<file path="config.mk">
export PLATFORM = sky130hd
export DESIGN_NAME = radix_digit_converter
export DESIGN_NICKNAME = d
export VERILOG_FILES = /design/src/rtl/rdc_pkg.sv /design/src/rtl/rdc_div_step.sv /design/src/rtl/rdc_digit_stack.sv /design/src/rtl/radix_digit_converter.sv
export SDC_FILE = /design/constraint.sdc
export NUM_CORES = 1
export LEC_CHECK = 0
export ABC_AREA = 0
export BUFFER_PORTS_ARGS = -buffer_cell sky130_fd_sc_hd__buf_2
export CAP_MARGIN = 10
export CORE_ASPECT_RATIO = 0.9
export CORE_MARGIN = 5
export CORE_UTILIZATION = 25
export DETAILED_ROUTE_END_ITERATION = 12
export GPL_ROUTABILITY_DRIVEN = 0
export GPL_TIMING_DRIVEN = 0
export HOLD_SLACK_MARGIN = 0.03
export PLACE_DENSITY = 0.39
export SLEW_MARGIN = 20
export SYNTH_ARGS = -nofsm -noshare
export SYNTH_HDL_FRONTEND = slang
export SYNTH_HIERARCHICAL = 1
export SYNTH_SLANG_ARGS = --single-unit
</file>
<file path="constraint.sdc">
create_clock -name i_clk -period 7.46 [get_ports i_clk]
set_input_delay 1.492 -clock i_clk [delete_from_list [all_inputs] [get_ports i_clk]]
set_output_delay 1.492 -clock i_clk [all_outputs]
set_load 0.1 [all_outputs]
</file>
<file path="src/rtl/rdc_pkg.sv">
// Package for the radix digit converter: field widths, radix limits and the
// shared control struct for the digit stack. No dependencies.
`timescale 1ns / 1ps
`default_nettype none

package rdc_pkg;

    localparam int VALUE_W  = 16;
    localparam int DIGIT_W  = 4;
    localparam int RADIX_W  = 5;
    localparam int NIBBLE_W = 4;

    localparam logic [RADIX_W-1:0] RADIX_RESET = 5'd10;
    localparam logic [RADIX_W-1:0] RADIX_MIN   = 5'd2;
    localparam logic [RADIX_W-1:0] RADIX_MAX   = 5'd16;

    typedef struct packed {
        logic push;
        logic pop;
    } t_stack_ctrl;

    // Limit a raw register write to the supported bases.
    function automatic logic [RADIX_W-1:0] clamp_radix(input logic [RADIX_W-1:0] raw);
        logic [RADIX_W-1:0] r;
        r = raw;
        if (r < RADIX_MIN) begin
            r = RADIX_MIN;
        end else if (r > RADIX_MAX) begin
            r = RADIX_MAX;
        end
        return r;
    endfunction

endpackage

`default_nettype wire

</file>
<file path="src/rtl/rdc_div_step.sv">
// Shared divide unit: four restoring division steps on one nibble of the
// dividend against the radix. Depends on rdc_pkg.
`timescale 1ns / 1ps
`default_nettype none

module rdc_div_step (
    input  wire logic [rdc_pkg::DIGIT_W-1:0]  i_rem,
    input  wire logic [rdc_pkg::NIBBLE_W-1:0] i_bits,
    input  wire logic [rdc_pkg::RADIX_W-1:0]  i_base,
    output logic      [rdc_pkg::DIGIT_W-1:0]  o_rem,
    output logic      [rdc_pkg::NIBBLE_W-1:0] o_quot
);
    import rdc_pkg::*;

    logic [RADIX_W-1:0]  acc;
    logic [DIGIT_W-1:0]  rem_v;
    logic [NIBBLE_W-1:0] quot_v;

    // Remainder stays below the base (at most 16), so it fits four bits
    always_comb begin
        rem_v  = i_rem;
        quot_v = '0;
        acc    = '0;
        for (int i = NIBBLE_W - 1; i >= 0; i--) begin
            acc = {rem_v, i_bits[i]};
            if (acc >= i_base) begin
                acc       = acc - i_base;
                quot_v[i] = 1'b1;
            end
            rem_v = acc[DIGIT_W-1:0];
        end
        o_rem  = rem_v;
        o_quot = quot_v;
    end

endmodule

`default_nettype wire

</file>
<file path="src/rtl/rdc_digit_stack.sv">
// Last-in first-out shift stack of digits: remainders go in least
// significant first and come out most significant first. Depends on rdc_pkg.
`timescale 1ns / 1ps
`default_nettype none

module rdc_digit_stack #(
    parameter int DEPTH = 16
) (
    input  wire logic                         i_clk,
    input  wire rdc_pkg::t_stack_ctrl         i_ctrl,
    input  wire logic [rdc_pkg::DIGIT_W-1:0]  i_digit,
    output logic      [rdc_pkg::DIGIT_W-1:0]  o_top
);
    import rdc_pkg::*;

    logic [DIGIT_W-1:0] r_entry [DEPTH];

    always_ff @(posedge i_clk) begin
        if (i_ctrl.push) begin
            r_entry[0] <= i_digit;
            for (int i = 1; i < DEPTH; i++) begin
                r_entry[i] <= r_entry[i-1];
            end
        end else if (i_ctrl.pop) begin
            for (int i = 0; i < DEPTH - 1; i++) begin
                r_entry[i] <= r_entry[i+1];
            end
        end
    end

    assign o_top = r_entry[0];

endmodule

`default_nettype wire

</file>
<file path="src/rtl/radix_digit_converter.sv">
// Radix digit converter top level: radix register, division sequencer and
// output register. Depends on rdc_pkg, rdc_div_step and rdc_digit_stack.
//
// Converts one unsigned 16-bit word to the base held in the radix register
// (2 to 16; writes outside that range clamp) and emits its digits most
// significant first, one output word per digit, with o_last_digit on the
// final one; zero gives the single digit 0. One word is converted at a time:
// o_in_stall is high from acceptance until the last digit has been loaded
// into the output register. Each digit is worked out in the shared divide
// unit, which retires four quotient bits per cycle, and pushed onto the digit
// stack; the digits are then popped from the stack into the output register
// one digit at a time, waiting while the output is stalled. At most DIGITS
// digits are kept; higher ones are dropped.
`timescale 1ns / 1ps
`default_nettype none

module radix_digit_converter #(
    parameter int DIGITS = 16
) (
    input  wire logic                         i_clk,
    input  wire logic                         i_rst_n,
    input  wire logic                         i_cfg_wr_en,
    input  wire logic [rdc_pkg::RADIX_W-1:0]  i_cfg_wr_data,
    input  wire logic                         i_in_valid,
    output logic                              o_in_stall,
    input  wire logic [rdc_pkg::VALUE_W-1:0]  i_value,
    output logic                              o_out_valid,
    input  wire logic                         i_out_stall,
    output logic      [rdc_pkg::DIGIT_W-1:0]  o_digit,
    output logic                              o_last_digit
);
    import rdc_pkg::*;

    localparam int CNT_W  = $clog2(DIGITS + 1);
    localparam int STEP_W = $clog2(VALUE_W / NIBBLE_W);
    localparam logic [STEP_W-1:0] STEP_LAST = STEP_W'(VALUE_W / NIBBLE_W - 1);

    typedef enum logic [2:0] {
        S_IDLE = 3'b001,
        S_DIV  = 3'b010,
        S_EMIT = 3'b100
    } t_state;

    t_state              r_state, n_state;
    logic [RADIX_W-1:0]  r_radix, n_radix;
    logic [RADIX_W-1:0]  r_base, n_base;
    logic [VALUE_W-1:0]  r_x, n_x;
    logic [DIGIT_W-1:0]  r_rem, n_rem;
    logic [STEP_W-1:0]   r_step, n_step;
    logic [CNT_W-1:0]    r_count, n_count;
    logic                r_out_valid, n_out_valid;
    logic [DIGIT_W-1:0]  r_digit, n_digit;
    logic                r_last, n_last;

    logic [DIGIT_W-1:0]  step_rem;
    logic [NIBBLE_W-1:0] step_quot;
    logic [VALUE_W-1:0]  next_x;
    logic [DIGIT_W-1:0]  stack_top;
    t_stack_ctrl         stack_ctrl;
    logic                out_free;

    rdc_div_step u_div_step (
        .i_rem  (r_rem),
        .i_bits (r_x[VALUE_W-1 -: NIBBLE_W]),
        .i_base (r_base),
        .o_rem  (step_rem),
        .o_quot (step_quot)
    );

    rdc_digit_stack #(
        .DEPTH (DIGITS)
    ) u_digit_stack (
        .i_clk   (i_clk),
        .i_ctrl  (stack_ctrl),
        .i_digit (step_rem),
        .o_top   (stack_top)
    );

    assign next_x   = {r_x[VALUE_W-NIBBLE_W-1:0], step_quot};
    assign out_free = !r_out_valid || !i_out_stall;

    always_comb begin
        n_state     = r_state;
        n_radix     = r_radix;
        n_base      = r_base;
        n_x         = r_x;
        n_rem       = r_rem;
        n_step      = r_step;
        n_count     = r_count;
        n_out_valid = r_out_valid;
        n_digit     = r_digit;
        n_last      = r_last;
        stack_ctrl  = '0;

        if (i_cfg_wr_en) begin
            n_radix = clamp_radix(i_cfg_wr_data);
        end

        // drop the shown word once taken; a pop below may refill it
        if (r_out_valid && !i_out_stall) begin
            n_out_valid = 1'b0;
        end

        unique case (r_state)
            S_IDLE: begin
                if (i_in_valid) begin
                    n_x     = i_value;
                    n_rem   = '0;
                    n_step  = '0;
                    n_count = '0;
                    n_base  = r_radix;
                    n_state = S_DIV;
                end
            end
            S_DIV: begin
                n_x    = next_x;
                n_rem  = step_rem;
                n_step = r_step + STEP_W'(1);
                if (r_step == STEP_LAST) begin
                    // one digit finished: push remainder, restart on the quotient
                    stack_ctrl.push = 1'b1;
                    n_count         = r_count + CNT_W'(1);
                    n_rem           = '0;
                    n_step          = '0;
                    if (next_x == '0 || n_count == CNT_W'(DIGITS)) begin
                        n_state = S_EMIT;
                    end
                end
            end
            S_EMIT: begin
                if (out_free) begin
                    stack_ctrl.pop = 1'b1;
                    n_out_valid    = 1'b1;
                    n_digit        = stack_top;
                    n_last         = (r_count == CNT_W'(1));
                    n_count        = r_count - CNT_W'(1);
                    if (r_count == CNT_W'(1)) begin
                        n_state = S_IDLE;
                    end
                end
            end
            default: begin
                n_state = S_IDLE;
            end
        endcase
    end

    always_ff @(posedge i_clk) begin
        if (!i_rst_n) begin
            r_state     <= S_IDLE;
            r_radix     <= RADIX_RESET;
            r_count     <= '0;
            r_step      <= '0;
            r_out_valid <= 1'b0;
        end else begin
            r_state     <= n_state;
            r_radix     <= n_radix;
            r_count     <= n_count;
            r_step      <= n_step;
            r_out_valid <= n_out_valid;
        end
    end

    always_ff @(posedge i_clk) begin
        r_base  <= n_base;
        r_x     <= n_x;
        r_rem   <= n_rem;
        r_digit <= n_digit;
        r_last  <= n_last;
    end

    assign o_in_stall   = (r_state != S_IDLE);
    assign o_out_valid  = r_out_valid;
    assign o_digit      = r_digit;
    assign o_last_digit = r_last;

endmodule

`default_nettype wire

</file>
==> impl_metrics.py <==
metrics = {
    "clock_tree": {
        "htree_levels": 3,
        "cts_made_buffers": 9,
        "cts_setup_buffers": 0,
        "cts_resized": 0,
        "cts_sinks": 110,
        "clock-root-buffer": "clkbuf_16",
        "clkTransAtPathRegs_ns": 0.07,
        "cts_hold_buffers": 0,
        "clk_latency_ns": 0.35,
        "cts.path.max_buffers": 2,
        "cts_tree": "yes",
    },
    "sta": {
        "fin_hold_ws_ns": 0.4409,
        "final_max_slew_viol_count": 0,
        "fin_tns_setup_ns": 0,
        "setup_violations": 0,
        "fmax_mhz": 147.4,
        "fin_ws_ns": 0.6778,
        "maxSlewHeadroom": 0.4180,
        "grt_setup_unrepaired": "false",
        "min_period_over_period": 0.9091,
        "hold_viol": 0,
        "tightest_slew_ns": 0.8709,
        "fin_skew_ns": 0.008119,
        "period_minus_slack_ns": 6.782,
    },
    "hold_path": {
        "hold_class": "reg -> reg",
    },
    "synth": {
        "synth_area_per_cell_um2": 12.31,
        "syn_area_um2": 5883,
        "async_flop_share": 0,
        "synth-main-ff-cell": "edfxtp_1",
        "synth_top_area_frac": 0.4798,
        "synth.distinct_cells": 68,
        "ys_seq_area_frac": 0.5342,
        "ys_warn_count": 6,
        "synth_cells": 478,
        "ys_top_cells_by_area": "edfxtp_1 (48%), mux2_1 (7.7%), dfxtp_1 (5.4%)",
        "yosys-top-cells-count": "edfxtp_1 (94), nand2_1 (62), mux2_1 (40)",
        "ys_seq_elements": 110,
        "synth_edf_count": 94,
        "synth_fp_nets": 533,
        "yosys.area.top_type": "edfxtp_1",
        "yosysMostFrequentCell": "edfxtp_1",
    },
    "floorplan": {
        "coreArea_um2": 23280,
        "die_h_um": 155.5,
        "start_util": 0.2528,
        "dieArea_um2": 26700,
        "boundaryPins": 33,
        "die_x_um": 171.7,
        "rows": 53,
    },
    "global_routing": {
        "antenna_found_initial": 0,
        "grt_pass1_wl_mm": 20.51,
        "grt_pass1_vias": 3862,
        "overflow": 0,
        "grt_usage": 0.09826,
        "grt_max_degree": 61,
    },
    "final_layout": {
        "final_nets": 576,
        "drive_above_1_share": 0.2015,
        "area_growth_pct": 14.44,
        "nFillCells": 2358,
        "final_cells": 828,
        "antennaDiodeCount": 0,
    },
    "pwr": {
        "total_power_mw": 1.998,
        "intPower_mw": 1.305,
        "peakVddDrop_uv": 136.0,
        "seqPwrFrac": 0.365,
        "netSwitchingPower_mw": 0.6924,
        "switching_share": 0.3466,
        "p_leak_nw": 2.519,
        "p_clk_frac": 0.251,
        "power_density_nw_per_um2": 296.7,
        "combPwrFrac": 0.384,
    },
    "worst_setup_path": {
        "cpPeakStageDelay_ns": 0.46,
        "worstSetupPathType": "reg -> reg",
        "critPathSlowestCell": "edfxtp_1",
        "critPathRequiredTime_ns": 7.76,
        "worstPathMaxFanout": 11,
        "critPathLaunchType": "flop",
        "cp-end-kind": "flop",
        "crit_arrival_ns": 7.08,
    },
    "routing": {
        "num_vias": 3703,
        "viasPerCell": 4.472,
        "dr.pass1.iters": 4,
        "final_antenna_net_count": 0,
        "drt-initial-drc-count": 200,
        "drt_wl_total_mm": 12.54,
        "wire_per_inst_um": 15.15,
        "drc": 0,
    },
    "run": {
        "drv_cap": 0,
    },
    "place": {
        "preCtsSetupSlack_ns": 0.7581,
        "io_buffers": 32,
        "dp.cells": 812,
        "place_hpwl_mm": 9.136,
    },
    "run_status": {
        "status": "completed",
    },
}
==> cells by family after synthesis <==
kind of cell               after synthesis  synth area share
muxes                                   70            0.1333
adders and majority gates               29           0.06678
xor gates and xnor gates                 7           0.01042
AOI/OAI and AO/OA                       76           0.09252
buffers and inverters                   51           0.04466
and+or+nand+nor                        135            0.1180
DFF                                    110            0.5342
==> layout make-up <==
class | instances | area (um^2) | share of cell area
plain buffers | 25 | 165.2 | 0.02453
clock buffers | 9 | 225.2 | 0.03345
clock inverters | 7 | 80.08 | 0.01189
inverters | 26 | 97.59 | 0.01450
multi-input cells | 317 | 2484 | 0.3689
flip-flops and latches | 110 | 3143 | 0.4668
well taps | 302 | 377.9 | 0.05612
repair buffers | 32 | 160.2 | 0.02379
==> per-layer routing <==
| metal | GRT usage | wire length (um) |
|---|---|---|
| met5 | 0 | 0 |
| met4 | 0.03470 | 181 |
| met3 | 0.02458 | 322 |
| met2 | 0.1513 | 5658 |
| met1 | 0.1346 | 6381 |
==> critical path, delay by kind of cell (launching register included) <==
family                   cells  cell delay, ns
AND/OR/NAND/NOR              4            0.96
flip-flops                   1            0.46
multiplexers                 3            1.02
AO/OA/AOI/OAI               12            2.31
buffers and inverters        6            0.92
adder cells (fa/ha/maj)      4            1.08
==> power groups by stage <==
stage	sequential [mW]	clock (mW)	combinational, mW
final	0.729	0.502	0.766
after CTS	0.730	0.526	0.775
after detailed placement	0.743	0	0.771
after global routing	0.733	0.549	0.867
after global placement	0.744	0	0.752
after floorplan	0.738	0	0.583
==> flip-flops by register name, indices dropped and copies added (netlist names) <==
signal,count
r_radix,5
o_out_valid,1
r_count,5
r_step,2
r_base,5
o_digit,4
r_rem,4
u_digit_stack/r_entry,64
r_x,16
r_state,3
o_last_digit,1
==> placed cells by master, fill, tap and decap left out, types with 6 or more instances in the layout <==
cell type and instances:
mux2_2 23, a31oi_1 6, nand2b_1 8, o21ai_0 10
dfxtp_1 16, clkbuf_16 9, and2_1 7, inv_1 25
a21o_1 6, edfxtp_1 94, a21oi_1 17, buf_6 6
clkbuf_1 6, mux2_1 40, nor2_1 16, buf_2 41
ha_1 25, mux2i_1 6, nand2_1 62
==> stage by stage <==
| step | util | cell area, um^2 |
|---|---|---|
| floorplan | - | 5883 |
| global placement | 0.2759 | 6421 |
| detailed placement | 0.2761 | 6427 |
| CTS | 0.2893 | 6733 |
| global route | 0.2893 | 6733 |
| finish | 0.2893 | 6733 |
==> final timing paths <==
path,from,to,slack (ns),depth (start not counted)
max reg2reg,r_base[1],r_state[2],0.68,29
min reg2reg,r_radix[4],r_base[4],0.44,0
min,r_radix[4],r_base[4],0.44,0
max,r_base[1],r_state[2],0.68,29
Power figures use the tool's default switching activity.
